$ cat src/rtl/tftt_pkg.sv
// Shared types, codes and defaults of the TCP flow table tracker.
`default_nettype none
package tftt_pkg;

   localparam int NUM_SETS_DEF  = 256;
   localparam int NUM_WAYS_DEF  = 4;
   localparam int TIME_BITS_DEF = 48;

   localparam logic [7:0] PROTO_TCP  = 8'd6;
   localparam logic       AF_INET    = 1'b1;
   localparam int         PORT_SHIFT = 16;

   localparam int INDEX_W = 10;
   localparam int START_W = 48;
   localparam int KEY_W   = 96;

   typedef enum logic [2:0] {
      ST_HIT         = 3'd0,
      ST_NEW         = 3'd1,
      ST_IGNORED     = 3'd2,
      ST_UNSUPPORTED = 3'd3,
      ST_FULL        = 3'd4
   } status_type;

   typedef enum logic [1:0] {
      S_CLEAR,
      S_IDLE,
      S_QUOT,
      S_LOOK
   } state_type;

   typedef struct packed {
      logic [31:0] ia;
      logic [31:0] oa;
      logic [15:0] ip;
      logic [15:0] op;
   } flow_key_type;

   typedef struct packed {
      logic full;
      logic empty;
   } fifo_stat_type;

endpackage
`default_nettype wire

$ cat src/rtl/tftt_fifo.sv
// Two-entry queue between the classifier front and the table back end.
`default_nettype none
module tftt_fifo #(
   parameter int WIDTH = 8
) (
   input  wire logic                   clock,
   input  wire logic                   reset,
   input  wire logic                   push,
   input  wire logic [WIDTH-1:0]       push_data,
   input  wire logic                   pop,
   output logic      [WIDTH-1:0]       head,
   output tftt_pkg::fifo_stat_type     stat
);

   logic [WIDTH-1:0] slot_ff [2];
   logic [1:0]       count_ff, count_in;
   logic             wr_ff, wr_in, rd_ff, rd_in;

   always_comb begin
      count_in = count_ff + 2'(push) - 2'(pop);
      wr_in    = wr_ff ^ push;
      rd_in    = rd_ff ^ pop;
   end

   always_ff @(posedge clock) begin
      if (reset) begin
         count_ff <= '0;
         wr_ff    <= 1'b0;
         rd_ff    <= 1'b0;
      end else begin
         count_ff <= count_in;
         wr_ff    <= wr_in;
         rd_ff    <= rd_in;
      end
      if (push) begin
         slot_ff[wr_ff] <= push_data;
      end
   end

   assign head       = slot_ff[rd_ff];
   assign stat.full  = count_ff == 2'd2;
   assign stat.empty = count_ff == 2'd0;

endmodule
`default_nettype wire

$ cat config.mk
export PLATFORM = sky130hd
export DESIGN_NAME = tftt_fifo
export DESIGN_NICKNAME = d
export VERILOG_FILES = /design/src/rtl/tftt_pkg.sv /design/src/rtl/tftt_fifo.sv
export SDC_FILE = /design/constraint.sdc
export NUM_CORES = 1
export LEC_CHECK = 0
export ABC_AREA = 1
export BUFFER_PORTS_ARGS = -buffer_cell sky130_fd_sc_hd__buf_4
export CAP_MARGIN = 20
export CORE_UTILIZATION = 30
export CTS_CLUSTER_DIAMETER = 50
export CTS_CLUSTER_SIZE = 28
export DETAILED_ROUTE_END_ITERATION = 16
export MAX_ROUTING_LAYER = met4
export PLACE_DENSITY = 0.56
export SYNTH_ARGS = -nofsm -noshare
export SYNTH_HDL_FRONTEND = slang
export SYNTH_SLANG_ARGS = --single-unit
export TNS_END_PERCENT = 5
$ cat constraint.sdc
create_clock -name clock -period 2.6 [get_ports clock]
set_input_delay 0 -clock clock [delete_from_list [all_inputs] [get_ports clock]]
set_output_delay 0 -clock clock [all_outputs]
set_load 0.01 [all_outputs]
# Yosys cells after proc, flatten, opt, wreduce, memory -nomap -nowiden
# Memory sizes are Yosys's and may differ from the RTL's. A register that Yosys moved wholly into a read port is not among the register bits.
# Cells that the tools add are included.
[totals]
ff_bits = 4
mem_bits_rw = 16
inputBits = 12
n_memories = 1
[memory_table]
columns = ["name", "words", "width", "read_ports", "rd_clocked_by_memory_dff", "wr", "line_no", "source"]
rows = [
  ["slot_ff", 2, 8, 1, 1, 1, "tftt_fifo.sv:15", "logic [WIDTH-1:0] slot_ff [2];"],
]
[op_classes]
add_sub_neg = 2
eq_ne = 1
n_mux = 3
n_bitwise = 2
reduce_logical = 1
[op_table]
columns = ["operator", "n"]
rows = [
  ["$mux 1", 3],
  ["$add 2x1->2", 1],
  ["$eq 2x2->1 const B", 1],
  ["$logic_not 2->1", 1],
  ["$sub 2x1->2", 1],
  ["$xor 1x1->1", 2],
]

# Longest topological paths before layout
[depth]
word_depth = 2
ltp_mapped = 9
depth_no_buf = 9

# Least setup slack after synthesis
# Ideal clock, no wire load.
[synth_path]
path_type = "register to register"
start = "reg count_ff[0]"
end = "reg count_ff[1]"
setup_time_ns = 0.115
arrival_time_ns = 1.082
t_required_ns = 2.485
slack_ns = 1.403
path_stages_with_launch = 9
n_path_buf = 0
period_less_slack_ns = 1.197
path_cell_list = "dfxtp_1 inv_1 ha_1 inv_1 ha_1 inv_1 nand2_1 a21oi_1 nor2_1"
[synth_via]
elab_chain_len = 2
[synth_rtl]
columns = ["item", "line_no", "source"]
rows = [
  ["start: declaration", "tftt_fifo.sv:16", "logic [1:0] count_ff, count_in;"],
  ["start signal: assignment", "tftt_fifo.sv:31", "count_ff <= count_in;"],
  ["$add 2x1->2", "tftt_fifo.sv:20", "count_in = count_ff + 2'(push) - 2'(pop);"],
  ["$sub 2x1->2", "tftt_fifo.sv:20", ""],
]
# Every way passes these cells.
# A chain may end at the register's enable or synchronous reset.

==> parameters.txt <==
Parameter                              Value

Timing
  Final Skew ... 0.00137 ns
  Total setup violations reported at the end of the flow ... 0
  Setup tns final ... 0 ns
  Minimum clock period after layout ... 1.51 ns
  Smallest hold slack ... 0.430 ns
  Unrepaired setup endpoints after global routing ... no
  Max frequency ... 661 MHz
  Relative slew slack ... 58.8%
  Transition at the pin with the smallest max-transition slack ... 0.617 ns
  Final hold vios ... 0
  Final number of max-transition violations ... 0
  Period Utilization, post-route ... 58.2%

Global route
  Overall Global Routing Usage ... 10.3%
  Vias in the first global route ... 516
  Largest net degree at the start of global routing ... 12
  Total congestion overflow after global routing ... 0
  Wire length of the first global-routing pass ... 2010 µm
  Initial antenna violation count ... 0

Floorplanning
  Y dimension of the die ... 54.3 µm
  Core region area ... 2520 µm²
  Die ar. ... 2950 µm²
  Die Wd ... 54.3 µm
  Standard-cell rows ... 18
  Starting utilization of the core area ... 32.5%
  IO Pins ... 22

Placed design
  Global placer's final weighted congestion ... 0.601
  Total placed cells including tap cells ... 102
  PortBufs ... 21
  Sum of net half-perimeters after detailed placement ... 824 µm

Worst setup path
  Arrival time worst endpoint ... 1.51 ns
  Crit end category ... output pin
  Worst reg2reg path depth ... 8
  Class of the most critical setup path ... reg2out
  Chain of cells forming the critical path ... mux2_4, buf_4
  Highest cell delay on the worst timing path ... 0.73 ns
  Peak fanout along the critical path ... 9
  WP data required ... 2.60 ns
  Crit path max-delay cell type ... sky130_fd_sc_hd__dfxtp_1
  Kind of start point of the critical path ... register

Synth
  Synth area leaders ... sky130_fd_sc_hd__edfxtp_1 59%, sky130_fd_sc_hd__mux2_4 15%, sky130_fd_sc_hd__dfxtp_1 9.8%
  Synth cell count leaders ... 16 x sky130_fd_sc_hd__edfxtp_1, 8 x sky130_fd_sc_hd__mux2_4, 7 x sky130_fd_sc_hd__inv_1, 6 x sky130_fd_sc_hd__nor2_1
  Top_reg_cell synth ... sky130_fd_sc_hd__edfxtp_1
  Post-Synthesis Cell Area ... 821 µm²
  Distinct cell type count of the synthesized netlist ... 11
  Sequential area share after synthesis ... 68.3%
  Post-synth EDFFs ... 16
  Number of warnings reported in the yosys synthesis log ... 0
  Net Count, Synth ... 68
  Count leader, synth ... sky130_fd_sc_hd__edfxtp_1
  Post-synthesis average cell area ... 15.8 µm²
  Cell taking the most area after synthesis ... sky130_fd_sc_hd__edfxtp_1
  Synth Instances ... 52
  Synthesized flop and latch total ... 20
  Area share of the leading cell type in the synthesized netlist ... 58.5%
  FFs w/ async S/R, synth ... 0%

Final layout
  Post-Layout Cell Count ... 117
  Share of layout cells above drive strength 1 ... 36.8%
  Area delta synth->final ... 39.0%
  Antenna cells ... 0
  Number of fill cells in the layout ... 236
  Fin util ... 45.2%
  Count of nets after finishing ... 104

CTS
  Clock transition at the registers of the reported paths ... 0.10 ns
  # clock sinks ... 20
  H-tree depth ... 1
  Worst-skew pair later-pin latency ... 0.29 ns
  Number of buffers created by CTS ... 3
  Largest buffer count on any clock path ... 2
  Post-cts repair resize count ... 0
  TritonCTS clock tree ... done
  Cell at the root of the clock tree ... sky130_fd_sc_hd__clkbuf_4

Pwr
  Worst vdd rail ir drop ... 0.301 mV
  Power density cells ... 579 nW/µm²
  Leakage power total ... 0.490 nW

Drt
  Vias ... 492
  Post-route DRC violation count ... 0
  Final Routed Wirelength ... 1240 µm
  Vias per Instance ... 4.21
  1st-pass router iterations ... 4
  Per-cell routed wire length ... 10.6 µm
  Routed Antenna Nets ... 0
  Initial DRC Count ... 2

Flow run
  Number of maximum-capacitance constraint violations ... 0

Hold path
  Class of the tightest hold or removal check ... in2reg
  Cell depth of the worst min-delay path ... 2

Status
  Outcome ... finished clean
## where the power goes
| group | switching (mW) | internal, mW | leakage [nW] |
|---|---|---|---|
| clock | 0.0873 | 0.0558 | 0.0154 |
| sequential | 0.0159 | 0.371 | 0.184 |
| combinational | 0.0508 | 0.0805 | 0.291 |
| total | 0.154 | 0.507 | 0.490 |
## path summary, 6_finish.rpt
kind | start | to | slack (ns)
worst min-delay path | push_data[1] | slot_ff[1][1]$_DFFE_PP_ | 0.43
worst max register to register | count_ff[0]$_SDFF_PP0_ | count_ff[1]$_SDFF_PP0_ | 1.33
worst max-delay path | rd_ff$_SDFF_PP0_ | head[1] | 1.09
worst min register to register | wr_ff$_SDFF_PP0_ | wr_ff$_SDFF_PP0_ | 0.55
## state kept, by name, indices dropped and copies added, names as in the netlist
| signal | cells |
|---|---|
| wr_ff | 1 |
| slot_ff | 16 |
| rd_ff | 1 |
| count_ff | 2 |
## kinds of logic (layout without fill, tap and decap cells)
kind of cell / after synthesis / after routing / synth area share [%]
buffers and inverters: 8 / 43 / 4.57
multiplexers: 8 / 8 / 14.6
AO/OA/AOI/OAI: 1 / 1 / 0.609
AND/OR/NAND/NOR: 10 / 10 / 4.72
XOR/XNOR: 1 / 1 / 1.07
adder cells (fa/ha/maj): 4 / 4 / 6.10
flip-flops: 20 / 20 / 68.3
## routing by layer
layer | global-route usage [%] | vias to the layer above | wire length (µm)
met4 | 5.13 | 0 | 10
met5 | - | - | 0
met1 | 10.6 | 225 | 589
met3 | 2.50 | 2 | 59
li1 | - | 248 | -
met2 | 18.3 | 17 | 580
## layout make-up
cell class / instances / area, µm² / area share, %
timing repair buffer: 32 / 268 / 23.5
inverter: 7 / 26.3 / 2.30
clock buffer: 3 / 22.5 / 1.97
sequential: 20 / 561 / 49.1
multi-input combinational: 24 / 223 / 19.5
clock inverter: 1 / 3.75 / 0.329
tap: 30 / 37.5 / 3.29
## placed cells by master (no fill, tap or decap)
cell type                       count
sky130_fd_sc_hd__nor2_1             6
sky130_fd_sc_hd__clkinv_1           1
sky130_fd_sc_hd__dfxtp_1            4
sky130_fd_sc_hd__nand2_1            3
sky130_fd_sc_hd__ha_1               4
sky130_fd_sc_hd__clkbuf_4           3
sky130_fd_sc_hd__buf_4             21
sky130_fd_sc_hd__inv_1              7
sky130_fd_sc_hd__a21oi_1            1
sky130_fd_sc_hd__edfxtp_1          16
sky130_fd_sc_hd__nand3_1            1
sky130_fd_sc_hd__dlygate4sd3_1     11
sky130_fd_sc_hd__mux2_4             8
sky130_fd_sc_hd__xnor2_1            1
## through the flow
step	worst slack, ns	total power [mW]	cell area (µm²)
2_1_floorplan	1.40	0.461	821
3_3_place_gp	1.38	0.511	1000
3_5_place_dp	1.34	0.514	1000
4_1_cts	1.06	0.670	1140
5_1_grt	1.02	0.703	1140
6_report	1.09	0.661	1140
## critical path: cells and delay by family (launching register included)
family   cells  cell delay (ns)
flops        1             0.73
mux          1             0.35
buf+inv      1             0.14
## what timing repair did
item	in CTS	in global routing
setup buffers	0	0
hold buffers	11	0
hold endpoints to repair	20	0
Note: power is estimated with default switching activity, not from simulation.
