--- src/rtl/tftt_pkg.sv ---
// Shared types, codes and defaults of the TCP flow table tracker.
`default_nettype none
package tftt_pkg;

   localparam int NUM_SETS_DEF  = 256;
   localparam int NUM_WAYS_DEF  = 4;
   localparam int TIME_BITS_DEF = 48;

   localparam logic [7:0] PROTO_TCP  = 8'd6;
   localparam logic       AF_INET    = 1'b1;
   localparam int         PORT_SHIFT = 16;

   localparam int INDEX_W = 10;
   localparam int START_W = 48;
   localparam int KEY_W   = 96;

   typedef enum logic [2:0] {
      ST_HIT         = 3'd0,
      ST_NEW         = 3'd1,
      ST_IGNORED     = 3'd2,
      ST_UNSUPPORTED = 3'd3,
      ST_FULL        = 3'd4
   } status_type;

   typedef enum logic [1:0] {
      S_CLEAR,
      S_IDLE,
      S_QUOT,
      S_LOOK
   } state_type;

   typedef struct packed {
      logic [31:0] ia;
      logic [31:0] oa;
      logic [15:0] ip;
      logic [15:0] op;
   } flow_key_type;

   typedef struct packed {
      logic full;
      logic empty;
   } fifo_stat_type;

endpackage
`default_nettype wire

--- src/rtl/tftt_front.sv ---
// Front end: accept a header, orient the key, classify and hash it.
`default_nettype none
module tftt_front #(
   parameter int TIME_BITS = tftt_pkg::TIME_BITS_DEF,
   localparam int ITEM_W = 2 + tftt_pkg::KEY_W + 32 + TIME_BITS
) (
   input  wire logic                 start,
   output logic                      busy,
   input  wire logic                 req_direction,
   input  wire logic                 req_is_ipv4,
   input  wire logic [7:0]           req_protocol,
   input  wire logic [31:0]          req_src_addr,
   input  wire logic [31:0]          req_dst_addr,
   input  wire logic [15:0]          req_src_port,
   input  wire logic [15:0]          req_dst_port,
   input  wire logic                 req_syn_bit,
   input  wire logic                 req_ack_bit,
   input  wire logic [47:0]          req_timestamp,
   input  wire logic                 clearing,
   input  tftt_pkg::fifo_stat_type   stat,
   output logic                      push,
   output logic [ITEM_W-1:0]         item
);

   tftt_pkg::flow_key_type key;
   logic                   unsup;
   logic [31:0]            hash;
   logic [TIME_BITS-1:0]   ts;

   always_comb begin
      key.ia = req_direction ? req_dst_addr : req_src_addr;
      key.oa = req_direction ? req_src_addr : req_dst_addr;
      key.ip = req_direction ? req_dst_port : req_src_port;
      key.op = req_direction ? req_src_port : req_dst_port;
      unsup  = (req_is_ipv4 != tftt_pkg::AF_INET) || (req_protocol != tftt_pkg::PROTO_TCP);
      hash   = ((32'(key.op) << tftt_pkg::PORT_SHIFT) + 32'(key.ip)) ^ key.ia ^ key.oa;
      ts     = TIME_BITS'(req_timestamp);
   end

   assign busy = stat.full || clearing;
   assign push = start && !busy;
   assign item = {unsup, req_syn_bit & req_ack_bit, key, hash, ts};

endmodule
`default_nettype wire

--- config.mk ---
export PLATFORM = sky130hd
export DESIGN_NAME = tftt_front
export DESIGN_NICKNAME = d
export VERILOG_FILES = /design/src/rtl/tftt_pkg.sv /design/src/rtl/tftt_front.sv
export SDC_FILE = /design/constraint.sdc
export NUM_CORES = 1
export LEC_CHECK = 0
export BUFFER_PORTS_ARGS = -buffer_cell sky130_fd_sc_hd__buf_2
export CORE_AREA = 8 8 127 129
export DETAILED_ROUTE_END_ITERATION = 12
export DIE_AREA = 0 0 135 137
export GPL_TIMING_DRIVEN = 0
export PLACE_DENSITY = 0.51
export SYNTH_ARGS = -nofsm -noshare
export SYNTH_HDL_FRONTEND = slang
export SYNTH_SLANG_ARGS = --single-unit
--- constraint.sdc ---
create_clock -name vclk -period 3.15
set_clock_uncertainty 0.05 [all_clocks]
set_input_delay 0.63 -clock vclk [all_inputs]
set_output_delay 0.63 -clock vclk [all_outputs]
set_load 0.05 [all_outputs]
# After elaboration in Yosys (flattened, before gate mapping)
# Cells that the tools add are included.
# word_totals
reg_bits	0
elab_cells	14
# op_classes
bitwise	4
muxes	4
addsub	1
eq_ne	1
reduce_logical	4
# ops
operator	n
$mux W32	2
$xor A32 B32 Y32	2
$add A32 B16 Y32	1
$mux W16	2
$ne A8 B3 Y1 const B	1
$logic_or A1 B1 Y1	2
$and A1 B1 Y1	1
$logic_and A1 B1 Y1	1
$logic_not A1 Y1	1
$not A1 Y1	1

# Depth between registers and ports, before layout
# Gate-level depths: netlist (run 1).
# logic_depth
depth_word	4
depth_mapped	4
ltp_nobuf	2

# Least setup slack after synthesis (run 1)
# No wires, ideal clock.
# synth_path
path_type	input to output
start	input port req_direction
end	output port item[48]
arrival_time_ps	2157
setup_slack_ps	313
n_path_buf	2
stages	4
required_ps	2470
cell_sequence	buf_6 buf_12 mux2_4 xnor2_1
# synth_between
elab_chain_cells	4
# synth_lines
item	line_no	text
from (decl)	tftt_front.sv:9	input wire logic req_direction,
$mux W16	tftt_front.sv:33	key.ip = req_direction ? req_dst_port : req_src_port;
net item[96]	tftt_front.sv:22	output logic [ITEM_W-1:0] item
$add A32 B16 Y32	tftt_front.sv:36	hash = ((32'(key.op) << tftt_pkg::PORT_SHIFT) + 32'(key.ip)) ^ key.ia ^ key.oa;
$xor A32 B32 Y32 (2 in a row)	tftt_front.sv:36	
to (decl)	tftt_front.sv:22	
# The timed path passes the listed nets, and every way through them passes these cells.

# Final worst setup path (run 1)
# layout_path
start	input port req_direction
end	output port item[71]
# layout_between
elab_chain_cells	4
# layout_lines
item	line_no
$mux W16 (on tied branches)	tftt_front.sv:34, tftt_front.sv:33
$add A32 B16 Y32	tftt_front.sv:36
$xor A32 B32 Y32	tftt_front.sv:36
$xor A32 B32 Y32 *	tftt_front.sv:36
# Mark *: on every way between the ends. The rest lies on a longest branch, timed or not.

==> metrics.txt, run 1 <==
setup repair after global routing missed its margin=false; die height=137 um; number of global-route vias before repair=3043; io pins=340; Seq. cell area=0 um^2; synthesis-to-layout area growth=72.57%; post-layout net count=679; clock buffer instance count of the final layout=0; Worst setup EP type=output port; peak ir drop on the vdd network=0.1392 mV; Yosys top cell area share=32.07%; largest net degree at the start of global routing=11; Final min period=2.430 ns; GPL Wtd Cong=0.7794; total global-route track usage=10.35%; library cell occupying the most area in the post-synthesis netlist=sky130_fd_sc_hd__mux2_2; number of distinct library cells after synthesis=13; part of the cycle the worst path needs=77.16%; total placed instance area=3999 um^2; hold violation count in the final report=0; first-pass detailed-route iteration total=4; Hold Crit Class=primary input to output port; antenna diode count=0; number of max-slew violations in the final report=0; total congestion overflow=0; power density over cell area=354.0 nW/um^2; number of instances resized during post-cts repair=0; standard cell core area=14200 um^2; sequential area share after synthesis=0%; final setup fails=0; FMAX=411.4 MHz; Initial DRC Count=73; Rel. slew slack=80.14%; Worst setup SP type=primary input; maximum fanout encountered on the critical timing path=10; global-route wire length before repair=15800 um; PortBufs=290; final WL=11280 um; gate count of the mapped netlist=227; endpoint required time on the critical path=2.47 ns; count of placed standard cells in the final layout, fillers left out=701; antenna violations before repair=0; synth warn=0; wire length per cell after detailed routing=16.08 um; total power draw=1.416 mW; share of layout cells above drive strength 1=86.46%; flip-flop and latch count=0; syn nets=387; leakage power figure=2.104 nW; per-instance average area after synthesis=10.21 um^2; width of the die=135 um; ranking of synthesized cells by area=sky130_fd_sc_hd__mux2_2 (32%), sky130_fd_sc_hd__xnor2_1 (24%), sky130_fd_sc_hd__mux2_4 (19%), sky130_fd_sc_hd__buf_4 (16%), sky130_fd_sc_hd__buf_6 (3.9%); post-detailed-route DRC marker count=0; Die Outline Area=18500 um^2; effective utilization at floorplan=16.31%; type of the setup path with the least slack=primary input to output port; DP Wirelength=10380 um; Post-CTS Setup Repair Bufs=0; result of the run=finished clean; setup tns final=0 ns; count of hold buffers inserted by post-cts repair=0; standard-cell row count=44; vias post-DR=2744; max-cap violation count=0; summed area of non-filler cells in the final layout=3999 um^2; number of vias per cell after detailed routing=3.914; transition time of the tightest slew-check pin=0.2958 ns; tightest hold margin=1.513 ns; remaining antenna violation count after routing=0; number of cells after detailed placement=701; signal arrival time at the worst endpoint=1.75 ns; netlist area before placement=2317 um^2
[routing by layer]
layer  part of all wire, %  vias to the layer above  routed length [um]  GRT usage, %
li1                      -                     1308                   -             -
met1                    34                     1249                3870         10.32
met2                    53                      181                6021         20.79
met3                    12                        6                1316         3.708
met4                  0.59                        0                  67        0.6169
met5                     0                        -                   0             0
[through the flow]
stage	setup WS (ns)	utilization, %
2_1_floorplan	0.3131	-
3_3_place_gp	0.7033	28.15
3_5_place_dp	0.7336	28.15
4_1_cts	0.7203	28.15
5_1_grt	0.6857	28.15
6_report	0.7196	28.15
[kinds of logic after synthesis]
kind of cell | Yosys count | share of synthesized area (%)
xor gates and xnor gates | 64 | 24.19
and+or+nand+nor | 6 | 1.782
muxes | 96 | 51.51
buffers and inverters | 61 | 22.52
[final timing paths]
check	from	to	cells past startpoint
hold / removal	req_timestamp[4]	item[4]	2
setup / recovery	req_direction	item[71]	5
[critical path, cell delays in order]
cell                      delay [ns]
sky130_fd_sc_hd__buf_6          0.13
sky130_fd_sc_hd__buf_12         0.16
sky130_fd_sc_hd__mux2_4         0.33
sky130_fd_sc_hd__xnor2_1        0.19
sky130_fd_sc_hd__buf_2          0.30
[cells in the final DEF, fill, tap and decap left out]
cell type,n
sky130_fd_sc_hd__and2_1,1
sky130_fd_sc_hd__buf_12,3
sky130_fd_sc_hd__buf_2,290
sky130_fd_sc_hd__buf_4,49
sky130_fd_sc_hd__buf_6,8
sky130_fd_sc_hd__inv_1,1
sky130_fd_sc_hd__mux2_2,66
sky130_fd_sc_hd__mux2_4,30
sky130_fd_sc_hd__nand4b_1,1
sky130_fd_sc_hd__nor2_1,1
sky130_fd_sc_hd__nor3b_1,1
sky130_fd_sc_hd__nor4b_1,1
sky130_fd_sc_hd__or2_2,1
sky130_fd_sc_hd__xnor2_1,64
[Yosys cell counts]
cell	n
sky130_fd_sc_hd__and2_1	1
sky130_fd_sc_hd__mux2_2	66
sky130_fd_sc_hd__mux2_4	30
sky130_fd_sc_hd__xnor2_1	64
sky130_fd_sc_hd__nor3b_1	1
sky130_fd_sc_hd__nand4b_1	1
sky130_fd_sc_hd__buf_4	49
sky130_fd_sc_hd__inv_1	1
sky130_fd_sc_hd__buf_12	3
sky130_fd_sc_hd__or2_2	1
sky130_fd_sc_hd__nor2_1	1
sky130_fd_sc_hd__buf_6	8
sky130_fd_sc_hd__nor4b_1	1
[cell type report]
class | count | area, um^2
Buffer | 60 | 518.0
Fill cell | 1546 | 10200
Inverter | 1 | 3.754
Multi-Input combinational cell | 166 | 1795
Tap cell | 184 | 230.2
Timing Repair Buffer | 290 | 1451
[power breakdown]
group	total (mW)	leakage, nW	internal (mW)	switching, mW
clock network	0	0	0	0
logic	1.42	2.10	0.418	0.998
registers	0	0	0	0
total	1.42	2.10	0.418	0.998
No activity file was read; power rests on OpenSTA's default activity.
==> run 2, diff against run 1 <==
- CORE_AREA: 8 8 127 129 -> 8 8 126 128
- DIE_AREA: 0 0 135 137 -> 0 0 134 136
- PLACE_DENSITY: 0.51 -> 0.52
- clock period: 3.15 -> 2.4 ns (I/O delays scaled with it)
==> run 2 against run 1 <==
Effect of this change: design area increased by 6.0%; worst hold slack got worse by 0.30 ns; sequential share of layout area unchanged; critical path depth unchanged; non-clock buffer count unchanged; setup slack got worse by 0.41 ns; clock-buffer cell count unchanged; total power increased by 37%; flip-flop and latch count unchanged; combinational power increased by 36%; largest cell class is now multi-input gates; via count decreased by 2.1%; first-iteration DRC count decreased by 59%.
==> metrics.txt, run 2 (synthesis results as in run 1) <==
number of global-route vias before repair=2848; Worst setup SP type=primary input; Hold Crit Class=primary input to output port; DP Wirelength=9622 um; peak ir drop on the vdd network=0.1848 mV; endpoint required time on the critical path=1.87 ns; number of vias per cell after detailed routing=3.833; effective utilization at floorplan=16.51%; max-cap violation count=0; part of the cycle the worst path needs=86.92%; power density over cell area=456.3 nW/um^2; width of the die=134 um; io pins=340; global-route wire length before repair=14590 um; Rel. slew slack=75.26%; Die Outline Area=18220 um^2; leakage power figure=2.285 nW; largest net degree at the start of global routing=11; post-layout net count=679; transition time of the tightest slew-check pin=0.3684 ns; count of hold buffers inserted by post-cts repair=0; setup tns final=0 ns; GPL Wtd Cong=0.7704; wire length per cell after detailed routing=14.83 um; signal arrival time at the worst endpoint=1.56 ns; worst-case setup slack after placement=0.2824 ns; Seq. cell area=0 um^2; number of fill cells=1507; final WL=10400 um; share of layout cells above drive strength 1=92.65%; flip-flop and latch count=0; first-pass detailed-route iteration total=4; result of the run=finished clean; PnR worst setup slack=0.3139 ns; type of the setup path with the least slack=primary input to output port; setup repair after global routing missed its margin=false; Post-CTS Setup Repair Bufs=0; number of max-slew violations in the final report=0; die height=136 um; standard-cell row count=44; antenna violations before repair=0; Final min period=2.086 ns; maximum fanout encountered on the critical timing path=10; Worst setup EP type=output port; total congestion overflow=0; post-detailed-route DRC marker count=0; number of instances resized during post-cts repair=0; antenna diode count=0; synthesis-to-layout area growth=82.94%; vias post-DR=2687; clock buffer instance count of the final layout=0; hold violation count in the final report=0; commonest cells after routing, fill and taps aside=sky130_fd_sc_hd__buf_2 (290), sky130_fd_sc_hd__mux2_2 (66), sky130_fd_sc_hd__buf_4 (49); commonest non-fill, non-tap cell in the layout=sky130_fd_sc_hd__buf_2; standard cell core area=14040 um^2; remaining antenna violation count after routing=0; FMAX=479.4 MHz; total global-route track usage=9.623%; final setup fails=0; PortBufs=290; Initial DRC Count=30
[run 2: changes by cell type in the layout (fill, tap and decap cells not counted)]
cell | previous run | this run
sky130_fd_sc_hd__xnor2_2 | 0 | 32
sky130_fd_sc_hd__xnor2_1 | 64 | 32
[run 2: report_power, final]
| group | switching [mW] | total [mW] | internal [mW] |
|---|---|---|---|
| logic | 1.33 | 1.93 | 0.604 |
| clock network | 0 | 0 | 0 |
| registers | 0 | 0 | 0 |
| total | 1.33 | 1.93 | 0.604 |
[run 2: layout make-up]
class	instances	area (um^2)	area share, %
inverters	1	3.754	0.08855
multi-input cells	166	2036	48.02
repair buffers	290	1451	34.24
plain buffers	60	518.0	12.22
well taps	184	230.2	5.431
[run 2: worst max-delay path, stage by stage]
cell and delay (ns):
sky130_fd_sc_hd__buf_6 0.13, sky130_fd_sc_hd__buf_12 0.16, sky130_fd_sc_hd__mux2_4 0.33, sky130_fd_sc_hd__xnor2_2 0.16, sky130_fd_sc_hd__buf_2 0.29
[run 2: metal layers]
metal  wire [um]  global-route usage [%]
met5           0                       0
met2        5755                   19.55
met3        1001                   2.846
met4           0                       0
met1        3641                   9.993
[run 2: path summary, 6_finish.rpt]
kind                              start  endpoint  depth (start not counted)
worst max-delay path      req_direction  item[67]                          5
worst min-delay path  req_timestamp[19]  item[19]                          2
[run 2: metrics by stage]
stage	area, um^2	std cells	hold slack, ns	total power [mW]	utilization [%]
floorplan	2557	227	1.077	1.516	-
global placement	4239	701	1.214	1.944	30.20
detailed placement	4239	701	1.214	1.954	30.20
CTS	4239	701	1.214	1.959	30.20
global route	4239	701	1.215	2.014	30.20
finish	4239	701	1.212	1.934	30.20
==> run 3, diff against run 2 <==
- PLACE_DENSITY: 0.52 -> 0.57
- RECOVER_POWER: default -> 50
==> run 3 against run 2 <==
Effect of this change: via count is 1.8% lower; flip-flop and latch count stayed put; die area stayed put; sequential share of layout area stayed put; fmax is 3.5% lower; combinational power hardly changed; total power is 1.3% lower; clock-buffer cell count stayed put; critical endpoint is now item[79].
==> metrics.txt, run 3 (synthesis results as in run 1) <==
Final min period=2.161 ns; DP Wirelength=9666 um; PortBufs=290; count of hold buffers inserted by post-cts repair=0; wire length per cell after detailed routing=15.06 um; Seq. cell area=0 um^2; result of the run=finished clean; total global-route track usage=9.826%; transition time of the tightest slew-check pin=0.6565 ns; leakage power figure=2.040 nW; standard cell core area=14040 um^2; Hold Crit Class=primary input to output port; hold violation count in the final report=0; antenna diode count=0; clock buffer instance count of the final layout=0; standard-cell row count=44; commonest non-fill, non-tap cell in the layout=sky130_fd_sc_hd__buf_2; remaining antenna violation count after routing=0; global-route wire length before repair=14640 um; FMAX=462.8 MHz; post-detailed-route DRC marker count=0; commonest cells after routing, fill and taps aside=sky130_fd_sc_hd__buf_2 (201), sky130_fd_sc_hd__clkbuf_1 (89), sky130_fd_sc_hd__mux2_2 (66); peak ir drop on the vdd network=0.1748 mV; setup tns final=0 ns; type of the setup path with the least slack=primary input to output port; Post-CTS Setup Repair Bufs=0; power density over cell area=462.4 nW/um^2; Die Outline Area=18220 um^2; number of cells after detailed placement=701; Worst setup EP type=output port; GPL Wtd Cong=0.7427; vias post-DR=2638; Slowest-stage cell, CP=sky130_fd_sc_hd__clkbuf_1; Rel. slew slack=56.42%; Initial DRC Count=36; largest net degree at the start of global routing=11; count of placed standard cells in the final layout, fillers left out=701; Worst setup SP type=primary input; part of the cycle the worst path needs=90.04%; setup repair after global routing missed its margin=false; signal arrival time at the worst endpoint=1.63 ns; endpoint required time on the critical path=1.87 ns; post-layout net count=679; antenna violations before repair=0; width of the die=134 um; worst-case setup slack after placement=0.2776 ns; synthesis-to-layout area growth=78.13%; effective utilization at floorplan=16.51%; number of instances resized during post-cts repair=0; die height=136 um; max-cap violation count=0; final WL=10560 um; peak per-stage delay on the critical path=0.50 ns; first-pass detailed-route iteration total=4; share of layout cells above drive strength 1=75.44%; PnR worst setup slack=0.2390 ns; total congestion overflow=0; number of vias per cell after detailed routing=3.763; final setup fails=0; io pins=340; maximum fanout encountered on the critical timing path=6; number of max-slew violations in the final report=0; number of global-route vias before repair=2747; cells traversed along the worst timing path=buf_6 -> mux2_2 -> xnor2_2 -> clkbuf_1; flip-flop and latch count=0
[run 3: worst paths after layout]
check	startpoint	end	slack, ns	cells after the start
setup / recovery	req_direction	item[79]	0.24	4
hold / removal	req_timestamp[1]	item[1]	1.30	2
[run 3: power by group]
part / leakage, nW / internal (mW) / switching [mW] / total, mW
clock: 0 / 0 / 0 / 0
sequential: 0 / 0 / 0 / 0
combinational: 2.04 / 0.576 / 1.33 / 1.91
total: 2.04 / 0.576 / 1.33 / 1.91
[run 3: area by class of cell]
| class | instances | area [um^2] |
|---|---|---|
| multi-input cells | 166 | 2036 |
| plain buffers | 60 | 518.0 |
| repair buffers | 290 | 1340 |
| inverters | 1 | 3.754 |
| fillers | 1598 | 9911 |
| well taps | 184 | 230.2 |
[run 3: critical path, delay by kind of cell]
family                    cells  cell delay, ns
xor gates and xnor gates      1            0.14
buffers and inverters         2            0.63
muxes                         1            0.38
[run 3: routing by layer]
| metal | vias to the layer above | track usage [%] | wire, um |
|---|---|---|---|
| met4 | 0 | 0 | 0 |
| met1 | 1151 | 10.67 | 3963 |
| met2 | 173 | 19.18 | 5491 |
| met3 | 0 | 3.141 | 1105 |
| met5 | - | 0 | 0 |
| li1 | 1314 | - | - |
[run 3: through the flow]
step	hold WS, ns	area, um^2	util, %	total power, mW
after floorplan	1.077	2557	-	1.516
after global placement	1.213	4239	30.20	1.955
after detailed placement	1.214	4239	30.20	1.956
after CTS	1.214	4239	30.20	1.960
after global routing	1.304	4128	29.40	1.994
final	1.296	4128	29.40	1.909
